## src/rtl/pdec_pkg.sv

```systemverilog
// Shared types, constants and helpers of the planar tile graphics decoder.
`timescale 1ns / 1ps
`default_nettype none
package pdec_pkg;

   localparam int ROM_ADDR_WIDTH_DEFAULT = 13;
   localparam int MAX_TILE_DIM_DEFAULT   = 16;
   localparam int QUEUE_DEPTH            = 4;

   localparam logic [1:0] OP_LOAD_COLUMN = 2'd0;
   localparam logic [1:0] OP_LOAD_ROW    = 2'd1;
   localparam logic [1:0] OP_LOAD_ROM    = 2'd2;
   localparam logic [1:0] OP_DECODE      = 2'd3;

   localparam int CSR_INDEX_WIDTH = 3;
   localparam logic [2:0] REG_PLANE_COUNT     = 3'd0;
   localparam logic [2:0] REG_TILE_WIDTH      = 3'd1;
   localparam logic [2:0] REG_TILE_HEIGHT     = 3'd2;
   localparam logic [2:0] REG_TILE_INCREMENT  = 3'd3;
   localparam logic [2:0] REG_PLANE_INCREMENT = 3'd4;

   localparam logic [3:0]  PLANE_COUNT_RESET     = 4'd2;
   localparam logic [4:0]  TILE_WIDTH_RESET      = 5'd8;
   localparam logic [4:0]  TILE_HEIGHT_RESET     = 5'd8;
   localparam logic [15:0] TILE_INCREMENT_RESET  = 16'd128;
   localparam logic [15:0] PLANE_INCREMENT_RESET = 16'd4;

   localparam logic [7:0] BIT_SELECT = 8'h80;

   typedef struct packed {
      logic [3:0]  plane_count;
      logic [4:0]  tile_width;
      logic [4:0]  tile_height;
      logic [15:0] tile_increment;
      logic [15:0] plane_increment;
   } cfg_type;

   // value carries the bit offset for table loads, the row base bit address for decodes
   typedef struct packed {
      logic [1:0]  op;
      logic [3:0]  table_index;
      logic [15:0] value;
      logic [12:0] rom_address;
      logic [7:0]  rom_byte;
   } cmd_type;

   function automatic logic [4:0] clamp_dim(input logic [4:0] v, input logic [4:0] lim);
      return (v > lim) ? lim : v;
   endfunction

endpackage
`default_nettype wire

```

## src/rtl/pdec_queue.sv

```systemverilog
// Short command queue between front and back end.
`timescale 1ns / 1ps
`default_nettype none
module pdec_queue (
   input  wire logic              clock,
   input  wire logic              reset,
   input  wire logic              push_valid,
   input  wire pdec_pkg::cmd_type push_cmd,
   output logic                   push_ready,
   output logic                   pop_valid,
   input  wire logic              pop_ready,
   output pdec_pkg::cmd_type      pop_cmd
);

   localparam int PW = $clog2(pdec_pkg::QUEUE_DEPTH);
   localparam int CW = $clog2(pdec_pkg::QUEUE_DEPTH + 1);

   pdec_pkg::cmd_type entry_ff [pdec_pkg::QUEUE_DEPTH];
   logic [PW-1:0] wr_ptr_ff, wr_ptr_in;
   logic [PW-1:0] rd_ptr_ff, rd_ptr_in;
   logic [CW-1:0] count_ff, count_in;
   logic          push;
   logic          pop;

   assign push_ready = count_ff != CW'(pdec_pkg::QUEUE_DEPTH);
   assign pop_valid  = count_ff != '0;
   assign pop_cmd    = entry_ff[rd_ptr_ff];
   assign push       = push_valid && push_ready;
   assign pop        = pop_valid && pop_ready;

   always_comb begin
      wr_ptr_in = push ? wr_ptr_ff + PW'(1) : wr_ptr_ff;
      rd_ptr_in = pop ? rd_ptr_ff + PW'(1) : rd_ptr_ff;
      count_in  = count_ff;
      if (push && !pop) begin
         count_in = count_ff + CW'(1);
      end else if (pop && !push) begin
         count_in = count_ff - CW'(1);
      end
   end

   always_ff @(posedge clock) begin
      if (reset) begin
         wr_ptr_ff <= '0;
         rd_ptr_ff <= '0;
         count_ff  <= '0;
      end else begin
         wr_ptr_ff <= wr_ptr_in;
         rd_ptr_ff <= rd_ptr_in;
         count_ff  <= count_in;
      end
   end

   always_ff @(posedge clock) begin
      if (push) begin
         entry_ff[wr_ptr_ff] <= push_cmd;
      end
   end

endmodule
`default_nettype wire

```

## config.mk

```make
export PLATFORM = sky130hd
export DESIGN_NAME = pdec_queue
export DESIGN_NICKNAME = d
export VERILOG_FILES = /design/src/rtl/pdec_pkg.sv /design/src/rtl/pdec_queue.sv
export SDC_FILE = /design/constraint.sdc
export NUM_CORES = 1
export LEC_CHECK = 0
export ABC_CLOCK_PERIOD_IN_PS = 3200
export BUFFER_PORTS_ARGS = -buffer_cell sky130_fd_sc_hd__buf_2
export CAP_MARGIN = 20
export CORE_MARGIN = 3
export CORE_UTILIZATION = 59
export CTS_BUF_LIST = sky130_fd_sc_hd__clkbuf_8
export DETAILED_ROUTE_END_ITERATION = 10
export PLACE_DENSITY = 0.83
export SYNTH_ARGS = -nofsm -noshare
export SYNTH_HDL_FRONTEND = slang
export SYNTH_SLANG_ARGS = --single-unit
```

## constraint.sdc

```tcl
create_clock -name clock -period 3.2 [get_ports clock]
set_input_delay 0.32 -clock clock [delete_from_list [all_inputs] [get_ports clock]]
set_output_delay 0.32 -clock clock [all_outputs]
set_load 0.03 [all_outputs]
```

==> run_summary.xml, run 1 <==
<?xml version="1.0" encoding="UTF-8"?>
<metrics>
  <group name="clocking">
    <metric name="clk_pin_slew_worst_paths" unit="ns">0.09</metric>
    <metric name="worstSkewPairLatency" unit="ns">0.44</metric>
    <metric name="tritoncts" unit="">built</metric>
    <metric name="cts_made_buffers" unit="">17</metric>
    <metric name="clock_path_buffers" unit="">2</metric>
    <metric name="cts_repair_resized_insts" unit="">0</metric>
    <metric name="post_cts_buffers" unit="">0</metric>
    <metric name="htreeDepth" unit="">4</metric>
    <metric name="holdBufCountCts" unit="">0</metric>
    <metric name="cts-root-buf" unit="">sky130_fd_sc_hd__clkbuf_8</metric>
    <metric name="cts.sink_count" unit="">181</metric>
  </group>
  <group name="power">
    <metric name="p_int" unit="mW">4.28</metric>
    <metric name="power.static_leakage" unit="nW">2.62</metric>
    <metric name="pwr-share-comb" unit="%">28.2</metric>
    <metric name="vdd.ir_drop.worst" unit="V">0.000503</metric>
    <metric name="fin_total_pwr" unit="mW">6.27</metric>
    <metric name="seq_power_share" unit="%">49.0</metric>
    <metric name="power_switching_share" unit="%">31.7</metric>
    <metric name="cellPowerDensity" unit="mW/mm2">810</metric>
    <metric name="clock_power_share" unit="%">22.8</metric>
    <metric name="net-switching-power" unit="mW">1.99</metric>
  </group>
  <group name="critical_path">
    <metric name="start_kind" unit="">register</metric>
    <metric name="crit_fanout" unit="">31</metric>
    <metric name="critical_path_buf_inv_count" unit="">2</metric>
    <metric name="critPathSlowestCell" unit="">sky130_fd_sc_hd__dfxtp_4</metric>
    <metric name="critical_path.top_delay_family" unit="">flip-flops</metric>
    <metric name="worst-r2r-cell-count" unit="">8</metric>
    <metric name="path_depth" unit="">3</metric>
    <metric name="cpPeakStageDelay" unit="ns">0.77</metric>
    <metric name="end_kind" unit="">output pin</metric>
    <metric name="timing.setup.critical_path_class" unit="">reg2out</metric>
    <metric name="timing.critical_path.cells" unit="">buf_12 -&gt; mux4_2 -&gt; buf_2</metric>
    <metric name="worst_ep_arrival_time" unit="ns">2.21</metric>
    <metric name="critPathRequiredTime" unit="ns">2.88</metric>
  </group>
  <group name="drt">
    <metric name="post_drt_via_cell_ratio" unit="">5.70</metric>
    <metric name="dr.first_iter.drc_count" unit="">186</metric>
    <metric name="routed-via-count" unit="">3030</metric>
    <metric name="detail_route.first_pass.iterations" unit="">4</metric>
    <metric name="drt-total-wl" unit="um">11000</metric>
    <metric name="drc" unit="">0</metric>
    <metric name="drtAntennaViolNets" unit="">0</metric>
    <metric name="wl_per_cell" unit="um">20.6</metric>
  </group>
  <group name="floorplan">
    <metric name="start_util" unit="%">61.2</metric>
    <metric name="io_pins" unit="">92</metric>
    <metric name="die_area" unit="mm2">0.0127</metric>
    <metric name="cell_rows" unit="">38</metric>
    <metric name="die_height" unit="um">113</metric>
    <metric name="die-width" unit="um">113</metric>
    <metric name="floorplan_core_area" unit="mm2">0.0110</metric>
  </group>
  <group name="place">
    <metric name="place.detailed.instances" unit="">500</metric>
    <metric name="place.gp.congestion" unit="">0.704</metric>
    <metric name="port-buffer-count" unit="">91</metric>
    <metric name="placement_cell_area" unit="mm2">0.00736</metric>
    <metric name="dpl.hpwl" unit="um">6890</metric>
    <metric name="dpl_worst_slack" unit="ns">0.868</metric>
  </group>
  <group name="finish">
    <metric name="sequential_cell_area" unit="mm2">0.00535</metric>
    <metric name="fraction_of_final_layout_cells_sized_beyond_drive_strength_1" unit="%">44.1</metric>
    <metric name="layout-area-overhead-vs-synth" unit="%">15.0</metric>
    <metric name="utilization" unit="%">70.4</metric>
    <metric name="fillCellCount" unit="">661</metric>
    <metric name="antenna_cells" unit="">0</metric>
    <metric name="layout.nets" unit="">432</metric>
    <metric name="stdcell_area" unit="mm2">0.00774</metric>
    <metric name="multi_input_comb_area" unit="mm2">0.00125</metric>
    <metric name="instances_no_fill" unit="">532</metric>
  </group>
  <group name="timing">
    <metric name="report.final.hold_viol_count" unit="">0</metric>
    <metric name="grt_setup_unrepaired" unit="">false</metric>
    <metric name="whs" unit="ns">0.0900</metric>
    <metric name="fin_worst_skew" unit="ns">0.0136</metric>
    <metric name="setup_total_negative_slack" unit="ns">0</metric>
    <metric name="worst_slack" unit="ns">0.672</metric>
    <metric name="post-route-min-period" unit="ns">2.53</metric>
    <metric name="timing.final.crit_share" unit="%">79.0</metric>
    <metric name="setup_violations" unit="">0</metric>
    <metric name="tightestPinTransition" unit="ns">0.633</metric>
    <metric name="clock.fmax" unit="MHz">396</metric>
    <metric name="final_max_slew_viol_count" unit="">0</metric>
    <metric name="max_slew_headroom_at_the_worst_pin" unit="%">57.8</metric>
  </group>
  <group name="yosys">
    <metric name="synth.distinct_cells" unit="">24</metric>
    <metric name="register_bit_count_reported_by_yosys" unit="">181</metric>
    <metric name="synth_mux_area_share" unit="%">15.0</metric>
    <metric name="main_combinational_cell_family_by_area_after_synthesis" unit="">multiplexers</metric>
    <metric name="synth_xor_xnor_area_share" unit="%">0.521</metric>
    <metric name="synth_ff_type" unit="">sky130_fd_sc_hd__edfxtp_1</metric>
    <metric name="yosys.area.top_type_share" unit="%">76.8</metric>
    <metric name="post_synthesis_compound_gate_area_fraction" unit="%">0.558</metric>
    <metric name="number_of_flops_mapped_to_enable_cells_by_yosys" unit="">172</metric>
    <metric name="yosys_warnings" unit="">0</metric>
    <metric name="synth_sequential_area_ratio" unit="%">79.5</metric>
    <metric name="syn-instance-count" unit="">273</metric>
    <metric name="synth_net_count" unit="">326</metric>
    <metric name="synth_adder_area_share" unit="%">1.23</metric>
    <metric name="asyncSetResetFlopFracSynth" unit="%">0</metric>
    <metric name="post_synth_and_or_nand_nor_area_fraction" unit="%">1.25</metric>
    <metric name="synthTopCellsByArea" unit="">sky130_fd_sc_hd__edfxtp_1 (77%), sky130_fd_sc_hd__mux4_2 (13%), sky130_fd_sc_hd__dfxtp_1 (2.7%), sky130_fd_sc_hd__buf_12 (1.2%), sky130_fd_sc_hd__mux4_1 (1.2%)</metric>
    <metric name="syn_area" unit="mm2">0.00673</metric>
    <metric name="syn-mean-instance-area" unit="um2">24.6</metric>
    <metric name="post_synth_top_area_cell" unit="">sky130_fd_sc_hd__edfxtp_1</metric>
  </group>
  <group name="grt">
    <metric name="vias_in_the_first_global_route" unit="">3334</metric>
    <metric name="antenna_violations_before_repair" unit="">1</metric>
    <metric name="grt_start_max_net_pins" unit="">32</metric>
    <metric name="track_usage" unit="%">19.1</metric>
    <metric name="grt_pass1_wl" unit="um">17900</metric>
    <metric name="grt_total_ovfl" unit="">0</metric>
  </group>
  <group name="run">
    <metric name="cap_viol_max_count" unit="">0</metric>
  </group>
  <group name="worst_hold_path">
    <metric name="worst_hold_path_type" unit="">in2reg</metric>
    <metric name="hold_depth" unit="">1</metric>
  </group>
  <group name="status">
    <metric name="run_status" unit="">completed</metric>
  </group>
</metrics>
## cells in the mapped netlist (all sizes together), types with 2 or more instances
master and number:
clkbuf 2, nand2b 2, nor2 8, xor2 4
inv 3, buf 9, ha 5, or3 2
mux2i 2, edfxtp 172, mux4 43, and2 4
dfxtp 9
## power by group through the flow
stage          registers, mW  logic (mW)  clock network (mW)
6_report                3.07        1.77                1.43
5_1_grt                 3.12        1.88                1.58
4_1_cts                 3.08        1.80                1.47
3_5_place_dp            3.14        1.79                   0
3_3_place_gp            3.12        1.76                   0
2_1_floorplan           2.99        1.49                   0
## final cells by class
cell class / instances / area share, %
well taps: 140 / 2.26
clock inverters: 15 / 1.81
inverters: 3 / 0.146
multi-input cells: 78 / 16.2
flip-flops and latches: 181 / 69.2
clock buffers: 17 / 3.02
repair buffers: 98 / 7.38
## cells in the final DEF (no fill, tap or decap), types with 2 or more instances in the layout
cell,netlist,final
sky130_fd_sc_hd__mux4_2,40,40
sky130_fd_sc_hd__buf_4,0,2
sky130_fd_sc_hd__buf_12,4,5
sky130_fd_sc_hd__buf_2,4,91
sky130_fd_sc_hd__mux4_1,3,3
sky130_fd_sc_hd__mux2i_1,2,2
sky130_fd_sc_hd__dfxtp_1,9,7
sky130_fd_sc_hd__and2_2,0,4
sky130_fd_sc_hd__clkinvlp_4,0,4
sky130_fd_sc_hd__nand2b_1,2,2
sky130_fd_sc_hd__edfxtp_1,172,172
sky130_fd_sc_hd__ha_1,5,5
sky130_fd_sc_hd__or3_1,2,2
sky130_fd_sc_hd__clkbuf_8,0,17
sky130_fd_sc_hd__bufinv_16,0,2
sky130_fd_sc_hd__inv_1,3,5
sky130_fd_sc_hd__xor2_1,4,4
sky130_fd_sc_hd__nor2_1,8,8
sky130_fd_sc_hd__inv_6,0,2
sky130_fd_sc_hd__clkinv_1,0,3
## kinds of logic after synthesis
logic type,count (synthesis)
simple gates,17
mux,46
fa+ha+maj,6
compound gates,5
flops,181
xor+xnor,4
buf+inv,14
## worst register-to-register path, delay by kind of cell (launching register included)
family	cells	cell delay, ns
XOR/XNOR	1	0.19
adder cells (fa/ha/maj)	2	0.64
buffers and inverters	1	0.06
AO/OA/AOI/OAI	2	0.47
AND/OR/NAND/NOR	2	0.42
flip-flops	1	0.47
## routing by layer
layer  vias to the layer above  track usage (%)  share of wire [%]
met5                         -                0               0.12
met4                         2             7.61               0.70
met3                         9             5.99                6.6
met2                        93             30.8                 53
met1                      1563             24.5                 39
li1                       1363                -                  -
## worst paths after layout
check | startpoint | end | slack (ns)
setup / recovery | register | pop_cmd[16] | 0.67
hold / removal | push_cmd[32] | entry_ff[0][32]$_DFFE_PP_ | 0.09
setup reg to reg | count_ff[0]$_SDFFE_PP0P_ | count_ff[2]$_SDFFE_PP0P_ | 0.89
hold reg to reg | wr_ptr_ff[1]$_SDFFE_PP0P_ | wr_ptr_ff[1]$_SDFFE_PP0P_ | 0.54
## registers in the layout, indices dropped and copies added, names as in the netlist, named ones only
register   cells
rd_ptr_ff      2
wr_ptr_ff      2
entry_ff     172
count_ff       3
(Power assumes the default switching activity.)
==> inputs of run 2 (changes only) <==
- ABC_CLOCK_PERIOD_IN_PS: 3200 -> 2600
- clock period: 3.2 -> 2.6 ns (I/O delays scaled with it)
==> run 2 against run 1 <==
- non-clock buffer count increased by 11
- flip-flop and latch count is the same
- first-iteration DRC count rose by 13%
- hold slack got worse by 0.057 ns
- register-to-register slack worse by 0.55 ns
- setup slack worse by 0.42 ns
- utilization rose by 0.65 points
- combinational power rose by 27%
- critical path type unchanged
- cell area up 0.92%
- power is 24% higher
- count of clock-buffer cells in the layout did not move
==> run_summary.xml, run 2 (same netlist as run 1, synthesis figures left out) <==
<?xml version="1.0" encoding="UTF-8"?>
<metrics>
  <group name="grt">
    <metric name="grt_total_ovfl" unit="">0</metric>
    <metric name="track_usage" unit="%">18.4</metric>
    <metric name="grt_pass1_wl" unit="um">17300</metric>
    <metric name="antenna_violations_before_repair" unit="">0</metric>
    <metric name="grt_start_max_net_pins" unit="">44</metric>
    <metric name="vias_in_the_first_global_route" unit="">3295</metric>
  </group>
  <group name="floorplan">
    <metric name="die_area" unit="mm2">0.0127</metric>
    <metric name="die-width" unit="um">113</metric>
    <metric name="floorplan_core_area" unit="mm2">0.0110</metric>
    <metric name="cell_rows" unit="">38</metric>
    <metric name="start_util" unit="%">61.2</metric>
    <metric name="die_height" unit="um">113</metric>
    <metric name="io_pins" unit="">92</metric>
  </group>
  <group name="power">
    <metric name="vdd.ir_drop.worst" unit="V">0.000538</metric>
    <metric name="cellPowerDensity" unit="mW/mm2">996</metric>
    <metric name="power.static_leakage" unit="nW">2.66</metric>
    <metric name="fin_total_pwr" unit="mW">7.78</metric>
  </group>
  <group name="place">
    <metric name="port-buffer-count" unit="">91</metric>
    <metric name="dpl.hpwl" unit="um">6870</metric>
    <metric name="place.gp.congestion" unit="">0.702</metric>
  </group>
  <group name="clocking">
    <metric name="cts_repair_resized_insts" unit="">0</metric>
    <metric name="clk_pin_slew_worst_paths" unit="ns">0.09</metric>
    <metric name="tritoncts" unit="">built</metric>
    <metric name="cts_made_buffers" unit="">17</metric>
    <metric name="post_cts_buffers" unit="">0</metric>
    <metric name="htreeDepth" unit="">4</metric>
    <metric name="cts-root-buf" unit="">sky130_fd_sc_hd__clkbuf_8</metric>
    <metric name="cts.sink_count" unit="">181</metric>
    <metric name="worstSkewPairLatency" unit="ns">0.44</metric>
    <metric name="holdBufCountCts" unit="">3</metric>
    <metric name="clock_path_buffers" unit="">2</metric>
  </group>
  <group name="timing">
    <metric name="grt_setup_unrepaired" unit="">false</metric>
    <metric name="post-route-min-period" unit="ns">2.34</metric>
    <metric name="max_slew_headroom_at_the_worst_pin" unit="%">69.8</metric>
    <metric name="final_max_slew_viol_count" unit="">0</metric>
    <metric name="setup_total_negative_slack" unit="ns">0</metric>
    <metric name="setup_violations" unit="">0</metric>
    <metric name="tightestPinTransition" unit="ns">0.452</metric>
    <metric name="fin_worst_skew" unit="ns">0.0110</metric>
    <metric name="report.final.hold_viol_count" unit="">0</metric>
    <metric name="clock.fmax" unit="MHz">427</metric>
    <metric name="timing.final.crit_share" unit="%">90.1</metric>
  </group>
  <group name="finish">
    <metric name="largest_register_ff_count" unit="">172</metric>
    <metric name="fraction_of_final_layout_cells_sized_beyond_drive_strength_1" unit="%">44.7</metric>
    <metric name="largest-register" unit="">entry_ff</metric>
    <metric name="layout-area-overhead-vs-synth" unit="%">16.1</metric>
    <metric name="antenna_cells" unit="">0</metric>
    <metric name="commonest_non_fill_non_tap_cell_in_the_layout" unit="">sky130_fd_sc_hd__edfxtp_1</metric>
    <metric name="mostFrequentLayoutCells" unit="">sky130_fd_sc_hd__edfxtp_1 (172), sky130_fd_sc_hd__buf_2 (91), sky130_fd_sc_hd__mux4_2 (40)</metric>
    <metric name="layout.nets" unit="">443</metric>
    <metric name="largest_registers" unit="">entry_ff: 172 flops, count_ff: 3 flops</metric>
    <metric name="utilization" unit="%">71.1</metric>
  </group>
  <group name="drt">
    <metric name="drtAntennaViolNets" unit="">0</metric>
    <metric name="drt-total-wl" unit="um">10800</metric>
    <metric name="drc" unit="">0</metric>
    <metric name="wl_per_cell" unit="um">19.8</metric>
    <metric name="detail_route.first_pass.iterations" unit="">5</metric>
    <metric name="post_drt_via_cell_ratio" unit="">5.62</metric>
    <metric name="routed-via-count" unit="">3051</metric>
    <metric name="dr.first_iter.drc_count" unit="">211</metric>
  </group>
  <group name="critical_path">
    <metric name="crit_fanout" unit="">22</metric>
    <metric name="worst_ep_arrival_time" unit="ns">2.08</metric>
    <metric name="critPathRequiredTime" unit="ns">2.34</metric>
    <metric name="start_kind" unit="">register</metric>
    <metric name="timing.setup.critical_path_class" unit="">reg2out</metric>
    <metric name="end_kind" unit="">output pin</metric>
  </group>
  <group name="status">
    <metric name="run_status" unit="">completed</metric>
  </group>
  <group name="worst_hold_path">
    <metric name="worst_hold_path_type" unit="">in2reg</metric>
  </group>
  <group name="run">
    <metric name="cap_viol_max_count" unit="">0</metric>
  </group>
</metrics>
[run 2: changes by cell type in the layout (fill, tap and decap cells not counted)]
cell and change:
sky130_fd_sc_hd__buf_12 -3, sky130_fd_sc_hd__buf_4 +8, sky130_fd_sc_hd__clkinvlp_4 -1, sky130_fd_sc_hd__dlygate4sd3_1 +6, sky130_fd_sc_hd__inv_1 -2, sky130_fd_sc_hd__inv_6 +3
[run 2: area by class of cell]
class | instances | area [um2]
Multi-Input combinational cell | 78 | 1250
Timing Repair Buffer | 109 | 631
Inverter | 3 | 11.3
Clock buffer | 17 | 234
Clock inverter | 15 | 151
Tap cell | 140 | 175
Sequential cell | 181 | 5350
Fill cell | 657 | 3180
[run 2: final timing paths]
| path | depth (start not counted) | startpoint | slack [ns] | endpoint |
|---|---|---|---|---|
| setup / recovery | 3 | register | 0.26 | pop_cmd[5] |
| hold / removal | 1 | push_cmd[5] | 0.03 | entry_ff[3][5]$_DFFE_PP_ |
| setup reg to reg | 8 | count_ff[0]$_SDFFE_PP0P_ | 0.34 | count_ff[2]$_SDFFE_PP0P_ |
| hold reg to reg | 2 | wr_ptr_ff[1]$_SDFFE_PP0P_ | 0.53 | wr_ptr_ff[1]$_SDFFE_PP0P_ |
[run 2: report_power, final]
group          internal (mW)  total, mW  switching (mW)
Combinational          0.904       2.25            1.34
Sequential              3.54       3.73           0.184
Clock                  0.858       1.81           0.947
[run 2: routing by layer]
| metal | share of wire (%) | wire length (um) | global-route usage (%) |
|---|---|---|---|
| met5 | 0 | 0 | 0 |
| met4 | 0.95 | 102 | 5.13 |
| met3 | 5.5 | 593 | 6.20 |
| met2 | 53 | 5740 | 30.6 |
| met1 | 40 | 4310 | 23.6 |
[run 2: metrics by stage]
step	area [um2]	hold WS (ns)	std cells	setup WS, ns
final	7810	0.0327	543	0.257
after global routing	7810	0.00110	543	0.108
after CTS	7780	0.000713	540	0.180
after detailed placement	7360	0.475	505	0.340
after global placement	7360	0.469	505	0.508
after floorplan	6730	0.359	273	0.356
[run 2: worst max-delay path, cell delays in order (launching register included)]
cell and delay [ns]:
sky130_fd_sc_hd__dfxtp_4 0.63, sky130_fd_sc_hd__buf_4 0.27, sky130_fd_sc_hd__mux4_2 0.51, sky130_fd_sc_hd__buf_2 0.19
